==> config.mk <==
export PLATFORM = sky130hd
export DESIGN_NAME = power_meter_load_cutoff_flat
export DESIGN_NICKNAME = d
export VERILOG_FILES = /design/src/hdl/pmlc_pkg.sv /design/src/hdl/pmlc_chan_if.sv /design/src/hdl/pmlc_ctrl.sv /design/src/hdl/pmlc_dp.sv /design/src/hdl/power_meter_load_cutoff.sv /design/src/flat_wrapper.sv
export SDC_FILE = /design/constraint.sdc
export NUM_CORES = 2
export LEC_CHECK = 0
export BUFFER_PORTS_ARGS = -buffer_cell sky130_fd_sc_hd__buf_2
export CORE_UTILIZATION = 64
export DETAILED_ROUTE_END_ITERATION = 10
export PLACE_DENSITY = 0.83
export RECOVER_POWER = 100
export SYNTH_ARGS = -nofsm -noshare
export SYNTH_HDL_FRONTEND = slang
export SYNTH_SLANG_ARGS = --single-unit
==> constraint.sdc <==
create_clock -name i_clk -period 11 [get_ports i_clk]
set_clock_uncertainty 0.05 [all_clocks]
set_input_delay 2.2 -clock i_clk [delete_from_list [all_inputs] [get_ports i_clk]]
set_output_delay 2.2 -clock i_clk [all_outputs]
set_load 0.1 [all_outputs]
==> src/hdl/pmlc_pkg.sv <==
package pmlc_pkg;

    // default parameter values
    localparam int ADC_BITS_DEF    = 12;
    localparam int ENERGY_BITS_DEF = 48;

    // item commands
    localparam logic [1:0] CMD_SAMPLE = 2'd0;
    localparam logic [1:0] CMD_MANUAL = 2'd1;
    localparam logic [1:0] CMD_TICK   = 2'd2;

    // configuration register indexes
    localparam int CFG_IDX_W  = 1;
    localparam int CFG_DATA_W = 23;
    localparam logic [CFG_IDX_W-1:0] CFG_THRESHOLD = 1'b0;
    localparam logic [CFG_IDX_W-1:0] CFG_HOLD      = 1'b1;

    // field widths
    localparam int T_W     = 8;         // kept ADC bits
    localparam int X_W     = 2 * T_W;   // v*i product of the top bits
    localparam int VOLT_W  = 18;
    localparam int AMP_W   = 14;
    localparam int POW_W   = 22;
    localparam int TOTAL_W = 23;
    localparam int THR_W   = 23;
    localparam int HOLD_W  = 16;

    localparam logic [THR_W-1:0]  THR_RST  = THR_W'(1500000);
    localparam logic [HOLD_W-1:0] HOLD_RST = HOLD_W'(8000);

    // Scaling by reciprocal: floor(x*NUM/DEN) = (x*ceil(NUM*2^SH/DEN)) >> SH,
    // exact while x_max*DEN < 2^SH.
    // volt: t*240000/255 = t*16000/17
    localparam longint unsigned VOLT_NUM = 16000;
    localparam longint unsigned VOLT_DEN = 17;
    localparam int              VOLT_SH  = 16;
    localparam longint unsigned VOLT_MUL =
        ((VOLT_NUM << VOLT_SH) + VOLT_DEN - 1) / VOLT_DEN;
    localparam int VOLT_MUL_W = $clog2(VOLT_MUL + 1);
    localparam int VOLT_PW    = T_W + VOLT_MUL_W;
    localparam logic [VOLT_MUL_W-1:0] VOLT_MUL_C = VOLT_MUL_W'(VOLT_MUL);

    // amp: t*10000/255 = t*2000/51
    localparam longint unsigned AMP_NUM = 2000;
    localparam longint unsigned AMP_DEN = 51;
    localparam int              AMP_SH  = 16;
    localparam longint unsigned AMP_MUL =
        ((AMP_NUM << AMP_SH) + AMP_DEN - 1) / AMP_DEN;
    localparam int AMP_MUL_W = $clog2(AMP_MUL + 1);
    localparam int AMP_PW    = T_W + AMP_MUL_W;
    localparam logic [AMP_MUL_W-1:0] AMP_MUL_C = AMP_MUL_W'(AMP_MUL);

    // power: x*2400000/65025 = x*32000/867
    localparam longint unsigned PWR_NUM = 32000;
    localparam longint unsigned PWR_DEN = 867;
    localparam int              PWR_SH  = 26;
    localparam longint unsigned PWR_MUL =
        ((PWR_NUM << PWR_SH) + PWR_DEN - 1) / PWR_DEN;
    localparam int PWR_MUL_W = $clog2(PWR_MUL + 1);
    localparam int PWR_PW    = X_W + PWR_MUL_W;
    localparam logic [PWR_MUL_W-1:0] PWR_MUL_C = PWR_MUL_W'(PWR_MUL);

    // controller to datapath commands
    typedef struct packed {
        logic capture;   // latch the accepted transaction
        logic mul_en;    // top-bit products
        logic scale_en;  // power scaling
        logic sum_en;    // phase sum
        logic commit;    // state update and result load
    } t_dp_ctl;

endpackage

==> src/hdl/pmlc_chan_if.sv <==
interface pmlc_in_if #(
    parameter int ADC_BITS = pmlc_pkg::ADC_BITS_DEF
);
    logic                valid;
    logic                ready;
    logic [1:0]          cmd;
    logic [ADC_BITS-1:0] adc_v1;
    logic [ADC_BITS-1:0] adc_i1;
    logic [ADC_BITS-1:0] adc_v2;
    logic [ADC_BITS-1:0] adc_i2;
    logic                manual_on;

    modport source (output valid, cmd, adc_v1, adc_i1, adc_v2, adc_i2, manual_on,
                    input ready);
    modport sink   (input valid, cmd, adc_v1, adc_i1, adc_v2, adc_i2, manual_on,
                    output ready);
endinterface

interface pmlc_out_if #(
    parameter int ENERGY_BITS = pmlc_pkg::ENERGY_BITS_DEF
);
    logic                                valid;
    logic                                ready;
    logic [pmlc_pkg::VOLT_W-1:0]         volt1_mv;
    logic [pmlc_pkg::AMP_W-1:0]          amp1_ma;
    logic [pmlc_pkg::POW_W-1:0]          pow1_mw;
    logic [pmlc_pkg::VOLT_W-1:0]         volt2_mv;
    logic [pmlc_pkg::AMP_W-1:0]          amp2_ma;
    logic [pmlc_pkg::POW_W-1:0]          pow2_mw;
    logic [pmlc_pkg::TOTAL_W-1:0]        total_mw;
    logic [ENERGY_BITS-1:0]              energy_halfmj;
    logic                                relay_level;
    logic                                override_active;

    modport source (output valid, volt1_mv, amp1_ma, pow1_mw, volt2_mv, amp2_ma,
                    pow2_mw, total_mw, energy_halfmj, relay_level, override_active,
                    input ready);
    modport sink   (input valid, volt1_mv, amp1_ma, pow1_mw, volt2_mv, amp2_ma,
                    pow2_mw, total_mw, energy_halfmj, relay_level, override_active,
                    output ready);
endinterface

==> src/hdl/pmlc_ctrl.sv <==
module pmlc_ctrl (
    input  logic              i_clk,
    input  logic              i_rst_n,
    input  logic              i_in_valid,
    output logic              o_in_ready,
    output logic              o_out_valid,
    input  logic              i_out_ready,
    output pmlc_pkg::t_dp_ctl o_ctl
);
    import pmlc_pkg::*;

    localparam logic [2:0] S_IDLE  = 3'd0;
    localparam logic [2:0] S_MUL   = 3'd1;
    localparam logic [2:0] S_SCALE = 3'd2;
    localparam logic [2:0] S_SUM   = 3'd3;
    localparam logic [2:0] S_UPD   = 3'd4;

    logic [2:0] r_state, n_state;
    logic       r_out_valid, n_out_valid;
    logic       w_commit;
    logic       w_accept;

    // result slot must be free (or draining) before state is touched
    assign w_commit   = (r_state == S_UPD) && (!r_out_valid || i_out_ready);
    assign o_in_ready = (r_state == S_IDLE) || w_commit;
    assign w_accept   = i_in_valid && o_in_ready;

    always_comb begin
        n_state = r_state;
        unique case (r_state)
            S_IDLE:  n_state = w_accept ? S_MUL : S_IDLE;
            S_MUL:   n_state = S_SCALE;
            S_SCALE: n_state = S_SUM;
            S_SUM:   n_state = S_UPD;
            S_UPD: begin
                if (w_commit) begin
                    n_state = w_accept ? S_MUL : S_IDLE;
                end
            end
            default: n_state = S_IDLE;
        endcase
    end

    assign n_out_valid = w_commit || (r_out_valid && !i_out_ready);

    always_ff @(posedge i_clk) begin
        if (!i_rst_n) begin
            r_state     <= S_IDLE;
            r_out_valid <= 1'b0;
        end else begin
            r_state     <= n_state;
            r_out_valid <= n_out_valid;
        end
    end

    assign o_out_valid    = r_out_valid;
    assign o_ctl.capture  = w_accept;
    assign o_ctl.mul_en   = (r_state == S_MUL);
    assign o_ctl.scale_en = (r_state == S_SCALE);
    assign o_ctl.sum_en   = (r_state == S_SUM);
    assign o_ctl.commit   = w_commit;

endmodule

==> src/hdl/pmlc_dp.sv <==
module pmlc_dp #(
    parameter int ADC_BITS    = pmlc_pkg::ADC_BITS_DEF,
    parameter int ENERGY_BITS = pmlc_pkg::ENERGY_BITS_DEF
) (
    input  logic                            i_clk,
    input  logic                            i_rst_n,
    input  pmlc_pkg::t_dp_ctl               i_ctl,
    input  logic [1:0]                      i_cmd,
    input  logic [ADC_BITS-1:0]             i_adc_v1,
    input  logic [ADC_BITS-1:0]             i_adc_i1,
    input  logic [ADC_BITS-1:0]             i_adc_v2,
    input  logic [ADC_BITS-1:0]             i_adc_i2,
    input  logic                            i_manual_on,
    input  logic                            i_cfg_we,
    input  logic [pmlc_pkg::CFG_IDX_W-1:0]  i_cfg_idx,
    input  logic [pmlc_pkg::CFG_DATA_W-1:0] i_cfg_wdata,
    output logic [pmlc_pkg::VOLT_W-1:0]     o_volt1_mv,
    output logic [pmlc_pkg::AMP_W-1:0]      o_amp1_ma,
    output logic [pmlc_pkg::POW_W-1:0]      o_pow1_mw,
    output logic [pmlc_pkg::VOLT_W-1:0]     o_volt2_mv,
    output logic [pmlc_pkg::AMP_W-1:0]      o_amp2_ma,
    output logic [pmlc_pkg::POW_W-1:0]      o_pow2_mw,
    output logic [pmlc_pkg::TOTAL_W-1:0]    o_total_mw,
    output logic [ENERGY_BITS-1:0]          o_energy_halfmj,
    output logic                            o_relay_level,
    output logic                            o_override_active
);
    import pmlc_pkg::*;

    // captured transaction
    logic [1:0]     r_cmd;
    logic           r_man;
    logic [T_W-1:0] r_tv1, r_ti1, r_tv2, r_ti2;
    logic           w_is_sample;

    // product stages
    logic [VOLT_PW-1:0] r_vp1, r_vp2;
    logic [AMP_PW-1:0]  r_ap1, r_ap2;
    logic [X_W-1:0]     r_x1, r_x2;
    logic [PWR_PW-1:0]  r_pp1, r_pp2;
    logic [POW_W-1:0]   w_p1, w_p2;
    logic [TOTAL_W-1:0] r_total;

    // result fields
    logic [VOLT_W-1:0] r_o_v1, r_o_v2;
    logic [AMP_W-1:0]  r_o_a1, r_o_a2;
    logic [POW_W-1:0]  r_o_p1, r_o_p2;

    // configuration and block state
    logic [THR_W-1:0]       r_thr;
    logic [HOLD_W-1:0]      r_hold_ms;
    logic [TOTAL_W-1:0]     r_last;
    logic                   r_seen;
    logic [ENERGY_BITS-1:0] r_energy;
    logic                   r_relay;
    logic                   r_manual;
    logic [HOLD_W-1:0]      r_hold_left;

    logic [ENERGY_BITS:0]   w_esum;
    logic [ENERGY_BITS-1:0] w_esat;
    logic                   w_total_ok;
    logic                   w_last_ok;

    assign w_is_sample = (i_cmd == CMD_SAMPLE);

    // non-sample transactions carry zero readings so every phase field is zero
    always_ff @(posedge i_clk) begin
        if (i_ctl.capture) begin
            r_cmd <= i_cmd;
            r_man <= i_manual_on;
            r_tv1 <= w_is_sample ? i_adc_v1[ADC_BITS-1 -: T_W] : '0;
            r_ti1 <= w_is_sample ? i_adc_i1[ADC_BITS-1 -: T_W] : '0;
            r_tv2 <= w_is_sample ? i_adc_v2[ADC_BITS-1 -: T_W] : '0;
            r_ti2 <= w_is_sample ? i_adc_i2[ADC_BITS-1 -: T_W] : '0;
        end
        if (i_ctl.mul_en) begin
            r_vp1 <= VOLT_PW'(r_tv1) * VOLT_PW'(VOLT_MUL_C);
            r_vp2 <= VOLT_PW'(r_tv2) * VOLT_PW'(VOLT_MUL_C);
            r_ap1 <= AMP_PW'(r_ti1) * AMP_PW'(AMP_MUL_C);
            r_ap2 <= AMP_PW'(r_ti2) * AMP_PW'(AMP_MUL_C);
            r_x1  <= X_W'(r_tv1) * X_W'(r_ti1);
            r_x2  <= X_W'(r_tv2) * X_W'(r_ti2);
        end
        if (i_ctl.scale_en) begin
            r_pp1 <= PWR_PW'(r_x1) * PWR_PW'(PWR_MUL_C);
            r_pp2 <= PWR_PW'(r_x2) * PWR_PW'(PWR_MUL_C);
        end
        if (i_ctl.sum_en) begin
            r_total <= TOTAL_W'(w_p1) + TOTAL_W'(w_p2);
        end
        if (i_ctl.commit) begin
            r_o_v1 <= r_vp1[VOLT_SH +: VOLT_W];
            r_o_v2 <= r_vp2[VOLT_SH +: VOLT_W];
            r_o_a1 <= r_ap1[AMP_SH +: AMP_W];
            r_o_a2 <= r_ap2[AMP_SH +: AMP_W];
            r_o_p1 <= w_p1;
            r_o_p2 <= w_p2;
        end
    end

    assign w_p1 = r_pp1[PWR_SH +: POW_W];
    assign w_p2 = r_pp2[PWR_SH +: POW_W];

    // saturating energy add, carry out means overflow
    assign w_esum     = {1'b0, r_energy} + (ENERGY_BITS + 1)'(r_total);
    assign w_esat     = w_esum[ENERGY_BITS] ? '1 : w_esum[ENERGY_BITS-1:0];
    assign w_total_ok = (r_total <= r_thr);
    assign w_last_ok  = (r_last <= r_thr);

    always_ff @(posedge i_clk) begin
        if (!i_rst_n) begin
            r_thr       <= THR_RST;
            r_hold_ms   <= HOLD_RST;
            r_last      <= '0;
            r_seen      <= 1'b0;
            r_energy    <= '0;
            r_relay     <= 1'b0;
            r_manual    <= 1'b0;
            r_hold_left <= '0;
        end else begin
            if (i_cfg_we) begin
                unique case (i_cfg_idx)
                    CFG_THRESHOLD: r_thr     <= i_cfg_wdata[THR_W-1:0];
                    CFG_HOLD:      r_hold_ms <= i_cfg_wdata[HOLD_W-1:0];
                endcase
            end
            if (i_ctl.commit) begin
                unique case (r_cmd)
                    CMD_SAMPLE: begin
                        r_last   <= r_total;
                        r_seen   <= 1'b1;
                        r_energy <= w_esat;
                        if (!r_manual) begin
                            r_relay <= w_total_ok;
                        end
                    end
                    CMD_MANUAL: begin
                        r_manual    <= 1'b1;
                        r_relay     <= r_man;
                        r_hold_left <= r_hold_ms;
                    end
                    CMD_TICK: begin
                        if (r_manual) begin
                            if (r_hold_left == '0) begin
                                r_manual <= 1'b0;
                                if (r_seen) begin
                                    r_relay <= w_last_ok;
                                end
                            end else begin
                                r_hold_left <= r_hold_left - 1'b1;
                            end
                        end
                    end
                    default: ;
                endcase
            end
        end
    end

    assign o_volt1_mv        = r_o_v1;
    assign o_amp1_ma         = r_o_a1;
    assign o_pow1_mw         = r_o_p1;
    assign o_volt2_mv        = r_o_v2;
    assign o_amp2_ma         = r_o_a2;
    assign o_pow2_mw         = r_o_p2;
    assign o_total_mw        = r_last;
    assign o_energy_halfmj   = r_energy;
    assign o_relay_level     = r_relay;
    assign o_override_active = r_manual;

endmodule

==> src/hdl/power_meter_load_cutoff.sv <==
// channel   | dir | handshake          | payload
// ----------+-----+--------------------+------------------------------------------
// i_in      | in  | valid / ready      | cmd, adc_v1, adc_i1, adc_v2, adc_i2,
//           |     |                    | manual_on
// o_out     | out | valid / ready      | volt/amp/pow per phase, total_mw,
//           |     |                    | energy_halfmj, relay_level, override_active
// i_cfg_*   | in  | write enable only  | index 0 threshold_mw, index 1 hold_ms
//
// One transaction at a time, in steps: top-bit products, power scaling, phase
// sum, state update. Output valid is a register loaded by the update step.
// A new input is taken in the update cycle, so the result register and the
// next transaction overlap; a stalled result holds the update step only.
// Synchronous active-low reset restores the register defaults, clears energy,
// relay off, no override.
module power_meter_load_cutoff #(
    parameter int ADC_BITS    = pmlc_pkg::ADC_BITS_DEF,
    parameter int ENERGY_BITS = pmlc_pkg::ENERGY_BITS_DEF
) (
    input  logic                            i_clk,
    input  logic                            i_rst_n,
    pmlc_in_if.sink                         i_in,
    pmlc_out_if.source                      o_out,
    input  logic                            i_cfg_we,
    input  logic [pmlc_pkg::CFG_IDX_W-1:0]  i_cfg_idx,
    input  logic [pmlc_pkg::CFG_DATA_W-1:0] i_cfg_wdata
);
    import pmlc_pkg::*;

    t_dp_ctl w_ctl;

    // sequencer: owns both handshakes and the result-valid flag
    pmlc_ctrl u_ctrl (
        .i_clk       (i_clk),
        .i_rst_n     (i_rst_n),
        .i_in_valid  (i_in.valid),
        .o_in_ready  (i_in.ready),
        .o_out_valid (o_out.valid),
        .i_out_ready (o_out.ready),
        .o_ctl       (w_ctl)
    );

    // datapath: reciprocal scaling, energy accumulator, relay/override state
    pmlc_dp #(
        .ADC_BITS    (ADC_BITS),
        .ENERGY_BITS (ENERGY_BITS)
    ) u_dp (
        .i_clk             (i_clk),
        .i_rst_n           (i_rst_n),
        .i_ctl             (w_ctl),
        .i_cmd             (i_in.cmd),
        .i_adc_v1          (i_in.adc_v1),
        .i_adc_i1          (i_in.adc_i1),
        .i_adc_v2          (i_in.adc_v2),
        .i_adc_i2          (i_in.adc_i2),
        .i_manual_on       (i_in.manual_on),
        .i_cfg_we          (i_cfg_we),
        .i_cfg_idx         (i_cfg_idx),
        .i_cfg_wdata       (i_cfg_wdata),
        .o_volt1_mv        (o_out.volt1_mv),
        .o_amp1_ma         (o_out.amp1_ma),
        .o_pow1_mw         (o_out.pow1_mw),
        .o_volt2_mv        (o_out.volt2_mv),
        .o_amp2_ma         (o_out.amp2_ma),
        .o_pow2_mw         (o_out.pow2_mw),
        .o_total_mw        (o_out.total_mw),
        .o_energy_halfmj   (o_out.energy_halfmj),
        .o_relay_level     (o_out.relay_level),
        .o_override_active (o_out.override_active)
    );

    // a result shows up only right after an update step
    a_valid_after_commit: assert property (@(posedge i_clk) disable iff (!i_rst_n)
        $rose(o_out.valid) |-> $past(w_ctl.commit))
        else $error("result valid without update step");

    // relay moves only on an update step
    a_relay_on_commit: assert property (@(posedge i_clk) disable iff (!i_rst_n)
        (!$past(w_ctl.commit) && $past(i_rst_n)) |-> $stable(o_out.relay_level))
        else $error("relay changed outside update step");

    // override window ends only on an update step
    a_override_end: assert property (@(posedge i_clk) disable iff (!i_rst_n)
        ($fell(o_out.override_active) && $past(i_rst_n)) |-> $past(w_ctl.commit))
        else $error("override ended outside update step");

    // energy never goes down
    a_energy_mono: assert property (@(posedge i_clk) disable iff (!i_rst_n)
        $past(i_rst_n) |-> (o_out.energy_halfmj >= $past(o_out.energy_halfmj)))
        else $error("energy accumulator decreased");

endmodule

==> src/flat_wrapper.sv <==
// flat-port wrapper written by rule: the top's interface ports become plain ports
module power_meter_load_cutoff_flat import pmlc_pkg::*;
#(
    parameter int ADC_BITS    = pmlc_pkg::ADC_BITS_DEF,
    parameter int ENERGY_BITS = pmlc_pkg::ENERGY_BITS_DEF
)
  (i_clk, i_rst_n, i_cfg_we, i_cfg_idx, i_cfg_wdata, i_in_valid, i_in_cmd, i_in_adc_v1, i_in_adc_i1, i_in_adc_v2, i_in_adc_i2, i_in_manual_on, i_in_ready, o_out_valid, o_out_volt1_mv, o_out_amp1_ma, o_out_pow1_mw, o_out_volt2_mv, o_out_amp2_ma, o_out_pow2_mw, o_out_total_mw, o_out_energy_halfmj, o_out_relay_level, o_out_override_active, o_out_ready);
  pmlc_in_if #(.ADC_BITS(ADC_BITS)) i_in_i ();
  pmlc_out_if #(.ENERGY_BITS(ENERGY_BITS)) o_out_i ();
  input  logic i_clk;
  input  logic i_rst_n;
  input  logic i_cfg_we;
  input  logic [pmlc_pkg::CFG_IDX_W-1:0] i_cfg_idx;
  input  logic [pmlc_pkg::CFG_DATA_W-1:0] i_cfg_wdata;
  input wire logic [$bits(i_in_i.valid)-1:0] i_in_valid;
  input wire logic [$bits(i_in_i.cmd)-1:0] i_in_cmd;
  input wire logic [$bits(i_in_i.adc_v1)-1:0] i_in_adc_v1;
  input wire logic [$bits(i_in_i.adc_i1)-1:0] i_in_adc_i1;
  input wire logic [$bits(i_in_i.adc_v2)-1:0] i_in_adc_v2;
  input wire logic [$bits(i_in_i.adc_i2)-1:0] i_in_adc_i2;
  input wire logic [$bits(i_in_i.manual_on)-1:0] i_in_manual_on;
  output wire logic [$bits(i_in_i.ready)-1:0] i_in_ready;
  output wire logic [$bits(o_out_i.valid)-1:0] o_out_valid;
  output wire logic [$bits(o_out_i.volt1_mv)-1:0] o_out_volt1_mv;
  output wire logic [$bits(o_out_i.amp1_ma)-1:0] o_out_amp1_ma;
  output wire logic [$bits(o_out_i.pow1_mw)-1:0] o_out_pow1_mw;
  output wire logic [$bits(o_out_i.volt2_mv)-1:0] o_out_volt2_mv;
  output wire logic [$bits(o_out_i.amp2_ma)-1:0] o_out_amp2_ma;
  output wire logic [$bits(o_out_i.pow2_mw)-1:0] o_out_pow2_mw;
  output wire logic [$bits(o_out_i.total_mw)-1:0] o_out_total_mw;
  output wire logic [$bits(o_out_i.energy_halfmj)-1:0] o_out_energy_halfmj;
  output wire logic [$bits(o_out_i.relay_level)-1:0] o_out_relay_level;
  output wire logic [$bits(o_out_i.override_active)-1:0] o_out_override_active;
  input wire logic [$bits(o_out_i.ready)-1:0] o_out_ready;
  assign i_in_i.valid = i_in_valid;
  assign i_in_i.cmd = i_in_cmd;
  assign i_in_i.adc_v1 = i_in_adc_v1;
  assign i_in_i.adc_i1 = i_in_adc_i1;
  assign i_in_i.adc_v2 = i_in_adc_v2;
  assign i_in_i.adc_i2 = i_in_adc_i2;
  assign i_in_i.manual_on = i_in_manual_on;
  assign i_in_ready = i_in_i.ready;
  assign o_out_valid = o_out_i.valid;
  assign o_out_volt1_mv = o_out_i.volt1_mv;
  assign o_out_amp1_ma = o_out_i.amp1_ma;
  assign o_out_pow1_mw = o_out_i.pow1_mw;
  assign o_out_volt2_mv = o_out_i.volt2_mv;
  assign o_out_amp2_ma = o_out_i.amp2_ma;
  assign o_out_pow2_mw = o_out_i.pow2_mw;
  assign o_out_total_mw = o_out_i.total_mw;
  assign o_out_energy_halfmj = o_out_i.energy_halfmj;
  assign o_out_relay_level = o_out_i.relay_level;
  assign o_out_override_active = o_out_i.override_active;
  assign o_out_i.ready = o_out_ready;
  power_meter_load_cutoff #(.ADC_BITS(ADC_BITS), .ENERGY_BITS(ENERGY_BITS)) u_core (.i_clk(i_clk), .i_rst_n(i_rst_n), .i_in(i_in_i), .o_out(o_out_i), .i_cfg_we(i_cfg_we), .i_cfg_idx(i_cfg_idx), .i_cfg_wdata(i_cfg_wdata));
endmodule
### After elaboration in Yosys (flattened, before gate mapping)

Cells that the tools add are included.

* output and inout bits: 183
* memories: 0
* bits in writable memories: 0
* input bits: 80
* word-level logic and storage cells: 92
* register bits: 547
* memory bits (read-only): 0
* bits in latches: 0

* shifts and indexed selects: 0
* reduce and logical (&&, ||, !) cells: 20
* equality and inequality tests: 12
* $add $sub $neg: 3
* $mul: 8
* bitwise gates (word level): 1
* div/mod/pow operators: 0
* multiplexer cells: 15
* magnitude comparators: 2

Operators by type and width (number)
* multiplier 16 x 32 -> 48 bit, second input constant: 2
* multiplier 8 x 25 -> 33 bit, second input constant: 2
* multiplier 8 x 19 -> 27 bit, second input constant: 2
* adder 48 x 23 -> 49 bit: 1
* two-way mux 48 bit: 1
* <= comparator 23 bit: 2
* multiplier 8 x 8 -> 16 bit: 2
* two-way mux 16 bit: 2
* one-hot mux 16 bit (2 select lines): 1
* adder 22 x 22 -> 23 bit: 1
* logical NOT 16 bit: 1
* subtractor 16 x 1 -> 16 bit, second input constant: 1
* one-hot mux 3 bit (5 select lines): 1
* inequality test 2 bit, second input constant: 6
* AND reduction 2 bit: 4
* two-way mux 1 bit: 7
* == test 3 x 2 -> 1 bit, second input constant: 2
* AND reduction 6 bit: 1
* logical NOT 2 bit: 2
* AND reduction 4 bit: 1
* == test 3 x 1 -> 1 bit, second input constant: 1
* == test 3 bit, second input constant: 1
* logical AND 1 bit: 3
* logical NOT 3 bit: 1
* 10 further kinds: 13

### Longest topological paths before layout

* word-level depth: 8
* gate-level depth with buffers: 22
* gate-level depth less buffers: 22

### Cells and area by module

A second synthesis with hierarchy kept.

* cell total of the unflattened synthesis: 4076
* area, all modules: 43837.0 um^2

By module, submodules not included
* pmlc_dp: cells each 4053, area each 43605.6 um^2, times used 1
* pmlc_ctrl: cells each 23, area each 231.5 um^2, times used 1

### Worst setup path after synthesis

Ideal clock, no wire load.

* kind: reg2reg
* start point: register u_core.u_ctrl.r_state[0]
* end point: register u_core.u_dp.r_ap1[16], enable pin
* buffers on the path: 0
* cell stages (with the launch flop): 2
* arrival time: 7.434 ns
* setup slack: 2.828 ns
* clock period less this slack: 8.172 ns
* path through: dfxtp_1 > nor3b_1

* longest elaborated chain between the ends: 1

RTL lines
* start: declaration: RTL line pmlc_ctrl.sv:18 `logic [2:0] r_state, n_state;`
* start signal: assignment: RTL line pmlc_ctrl.sv:51 `r_state <= n_state;`
* == test 3 x 1 -> 1 bit: RTL line pmlc_ctrl.sv:58 `assign o_ctl.mul_en = (r_state == S_MUL);`
* end signal: assignment: RTL line pmlc_dp.sv:79 `r_ap1 <= AMP_PW'(r_ti1) * AMP_PW'(AMP_MUL_C);`
* end: declaration: RTL line pmlc_dp.sv:38 `logic [AMP_PW-1:0] r_ap1, r_ap2;`

No other way between the ends.
A chain may end at the register's enable or synchronous reset.

### Final worst setup path

* start point: input port o_out_ready
* end point: register u_core.u_dp.r_hold_left[14]

* longest elaborated chain between the ends: 3

RTL lines
* start: declaration: RTL line flat_wrapper.sv:34 `input wire logic [$bits(o_out_i.ready)-1:0] o_out_ready;`
* logical OR 1 bit: RTL line pmlc_ctrl.sv:24 `assign w_commit = (r_state == S_UPD) && (!r_out_valid || i_out_ready);`
* logical AND 1 bit: RTL line pmlc_ctrl.sv:24
* AND reduction 4 bit (no line)
* end signal: assignment: RTL line pmlc_dp.sv:140 `r_hold_left <= r_hold_ms;`
* end signal: assignment: RTL line pmlc_dp.sv:150 `r_hold_left <= r_hold_left - 1'b1;`
* end: declaration: RTL line pmlc_dp.sv:57 `logic [HOLD_W-1:0] r_hold_left;`

No other way between the ends.

==> summary.md <==
| Metric | Value |
|---|---|
| Vias in the first global route | `roughly 32000` |
| GPL Wtd Cong | `~0.99` |
| DP Wirelength | `roughly 82 mm` |
| Synth Area in Compound Gates | `9.40%` |
| Starting Density | `between 60% and 70%` |
| Post-synth top area share | `between 20% and 30%` |
| Mapped Area | `approximately 45000 sq um` |
| Largest net degree at the start of global routing | `70` |
| Critical path endpoint category | `flop` |
| Finished Cell Area | `48400 sq um` |
| GRT overflow | `0` |
| Port buffer count | `246` |
| Clock-pin transition on the worst setup and hold timing paths | `roughly 0.06 ns` |
| DRT Wirelength | `just over 100 mm` |
| Fin crit share | `70.5%` |
| Critical path class | `input port to flop` |
| R2R Setup Slk | `~3.9 ns` |
| RSZ-0062 raised after global routing | `no` |
| Routed len/inst | `18.8 um` |
| Cells after Synth | `between 4000 and 5000` |
| Area leader, netlist | `fa_1` |
| Max cap viols | `12` |
| Clk Latency, worst-skew pair | `slightly above 0.6 ns` |
| Fillers | `roughly 5000` |
| Worst-margin pin slew | `3.87 ns` |
| Multiplexer area fraction after synthesis | `less than 1%` |
| Antenna violations before repair | `2` |
| Critical-path cell list | `buf_2, nor2b_1, and2b_1, clkbuf_1, o21ai_0, o41ai_1, a222oi_1, nor2_1` |
| Layout cells sized above 1 | `slightly above 4%` |
| Final Hold Viols | `0` |
| Antenna cells | `0` |
| Post-CTS setup buffers | `0` |
| Chip Height | `approximately 270 um` |
| Routed vias/inst | `5.74` |
| Top Ports | `263` |
| Sequential fraction of the synthesis area | `about a quarter` |
| Top cells by area, synth | `fa_1 (22%), ha_1 (22%), edfxtp_1 (21%)` |
| Post-synthesis simple-gate area fraction | `9.16%` |
| Ys flop type | `edfxtp_1` |
| Cts bufs inserted | `48` |
| Slew headroom | `-158%` |
| Die area | `70900 sq um` |
| Crit-path leading delay family | `compound AO/OA/AOI/OAI gates` |
| Total Routing Usage GR | `approximately 30%` |
| Area grow syn2layout | `8.20%` |
| Final setup violation count | `0` |
| Slowest CP cell | `o21ai_0` |
| Post_cts resized | `0` |
| DRC | `0` |
| CTS hold repair buffers | `0` |
| Post-synth cell types | `87` |
| Failing checks | `max-capacitance violations, max-slew violations` |
| Synth cell count leaders | `inv_1 (818), ha_1 (787), fa_1 (502)` |
| Reg2reg end | `u_core.u_dp.r_pp2[47]$_DFFE_PN_` |
| CP startpoint kind | `input port` |
| CP Capture Point | `u_core.u_dp.r_hold_left[14]$_SDFFE_PN0P_` |
| Max frequency | `roughly 130 MHz` |
| Rows | `96` |
| First-pass GRT wire length | `about 170 mm` |
| Avg Inst Size Synth | `about 11 sq um` |
| Most frequent cell after synthesis | `inv_1` |
| H-tree Lvls | `2` |
| Async S/R FF share, synth | `0%` |
| Area after DPL | `around 47000 sq um` |
| Root buf cell | `clkbuf_16` |
| Initial DRC count | `2119` |
| Worst r2r path cells | `22` |
| CTS max path bufs | `3` |
| Ys Warns | `0` |
| Hold crit path type | `flop to flop` |
| Buffers and inverters on the worst path | `2` |
| Reg-to-reg startpoint | `u_core.u_dp.r_x2[14]$_DFFE_PP_` |
| Worst path max stage delay | `about 2.1 ns` |
| Slew Limit Fails | `525` |
| Net Count, Synth | `between 5000 and 6000` |
| Required time of the critical path | `approximately 11 ns` |
| CTS sink count | `roughly 440` |
| XOR/XNOR share of the synthesized area | `approximately 2.9%` |
| CP Data Arrival Time | `about 8.2 ns` |
| Largest family of logic cells by synthesized area | `adder cells` |
| CP Max Fanout | `34` |
| Total negative setup slack | `0 ns` |
| Post-route antenna net violation count | `0` |
| Die width | `between 200 and 300 um` |
| Detailed Routing Iterations Pass 1 | `6` |
| Post-synth EDFFs | `306` |
| Worst setup startpoint | `o_out_ready` |
| Via count | `between 30000 and 40000` |
| Min cycle time layout | `between 7 and 8 ns` |
| Nets | `5879` |
| TritonCTS clock tree | `done` |
| Seq cells post-synth | `~440` |
| CP Depth | `8` |
| Core Footprint | `a little under 70000 sq um` |
| Synth Area in Adders | `44.5%` |
| Status | `complete, but fails checks` |
==> worst min-delay path by stage <==
stage	startpoint	slack [ns]	endpoint	cells after the start
finish	u_core.u_dp.r_ap1[16]$_DFFE_PP_	0.37	u_core.u_dp.o_amp1_ma[0]$_DFFE_PP_	0
global route	u_core.u_dp.r_ap1[16]$_DFFE_PP_	0.37	u_core.u_dp.o_amp1_ma[0]$_DFFE_PP_	0
CTS	u_core.u_dp.r_ap2[29]$_DFFE_PP_	0.36	u_core.u_dp.o_amp2_ma[13]$_DFFE_PP_	0
detailed placement	u_core.u_dp.r_ap2[23]$_DFFE_PP_	0.35	u_core.u_dp.o_amp2_ma[7]$_DFFE_PP_	0
global placement	u_core.u_dp.r_ap2[24]$_DFFE_PP_	0.35	u_core.u_dp.o_amp2_ma[8]$_DFFE_PP_	0
floorplan	u_core.u_dp.r_ap1[16]$_DFFE_PP_	0.35	u_core.u_dp.o_amp1_ma[0]$_DFFE_PP_	0
==> layout by cell type, fill, tap and decap left out, types with 44 or more instances in the layout <==
cell       Yosys  routed
o21ai_0      109     110
dfxtp_1      133     133
clkbuf_1      50     205
xor2_1        44      44
clkbuf_16      0      51
edfxtp_1     306     306
ha_1         787     787
nor2_1       202     201
inv_1        818     819
and2_1        75      44
xnor2_1      102     102
a21oi_1      222     222
nor3_1        46      46
buf_2          8      61
fa_1         502     502
nand2_1      288     288
nand3_1       53      53
a21o_1        91      91
==> cell type report <==
type	count	area [sq um]	share of cell area (%)
clock buffers	66	1370	2.82
inverters	819	3070	6.35
clock inverters	24	322	0.665
well taps	931	1160	2.41
repair buffers	262	1080	2.24
flip-flops and latches	439	11900	24.5
multi-input cells	2940	29500	61.0
==> kinds of logic after synthesis <==
| family | Yosys count |
|---|---|
| AO/OA/AOI/OAI | 651 |
| XOR/XNOR | 146 |
| adder cells (fa/ha/maj) | 1289 |
| buffers and inverters | 879 |
| flip-flops | 439 |
| multiplexers | 6 |
| AND/OR/NAND/NOR | 848 |
==> sequential cells by signal, summed over array words and instances (netlist names), 18 cells and up <==
name                         count
u_core.u_dp.o_energy_halfmj     48
u_core.u_dp.o_total_mw          23
u_core.u_dp.r_thr               23
u_core.u_dp.r_total             23
u_core.u_dp.o_pow1_mw           22
u_core.u_dp.o_pow2_mw           22
u_core.u_dp.r_pp1               22
u_core.u_dp.r_pp2               22
u_core.u_dp.o_volt1_mv          18
u_core.u_dp.o_volt2_mv          18
u_core.u_dp.r_vp1               18
u_core.u_dp.r_vp2               18
==> metrics by stage <==
step | hold slack (ns) | std cells | util, % | setup WS (ns)
final | 0.368 | 5481 | 70.3 | 3.25
after global routing | 0.371 | 5481 | 70.3 | 2.54
after CTS | 0.360 | 5481 | 70.7 | 3.95
after detailed placement | 0.355 | 5391 | 68.3 | 3.96
after global placement | 0.352 | 5391 | 68.3 | 4.10
after floorplan | 0.350 | 4258 | - | 2.83
==> metal layers <==
layer / vias up / share of wire (%) / wire [um] / track usage [%]
met5: - / 0.026 / 27 / 0
met4: 4 / 3.7 / 3850 / 11.1
met3: 225 / 7.8 / 8100 / 5.98
met2: 1067 / 48 / 49300 / 49.9
met1: 15388 / 41 / 42000 / 38.1
li1: 14785 / - / - / -
Power is not shown: default switching activity piles up to over one toggle a cycle in this logic, so the estimate is an artifact.
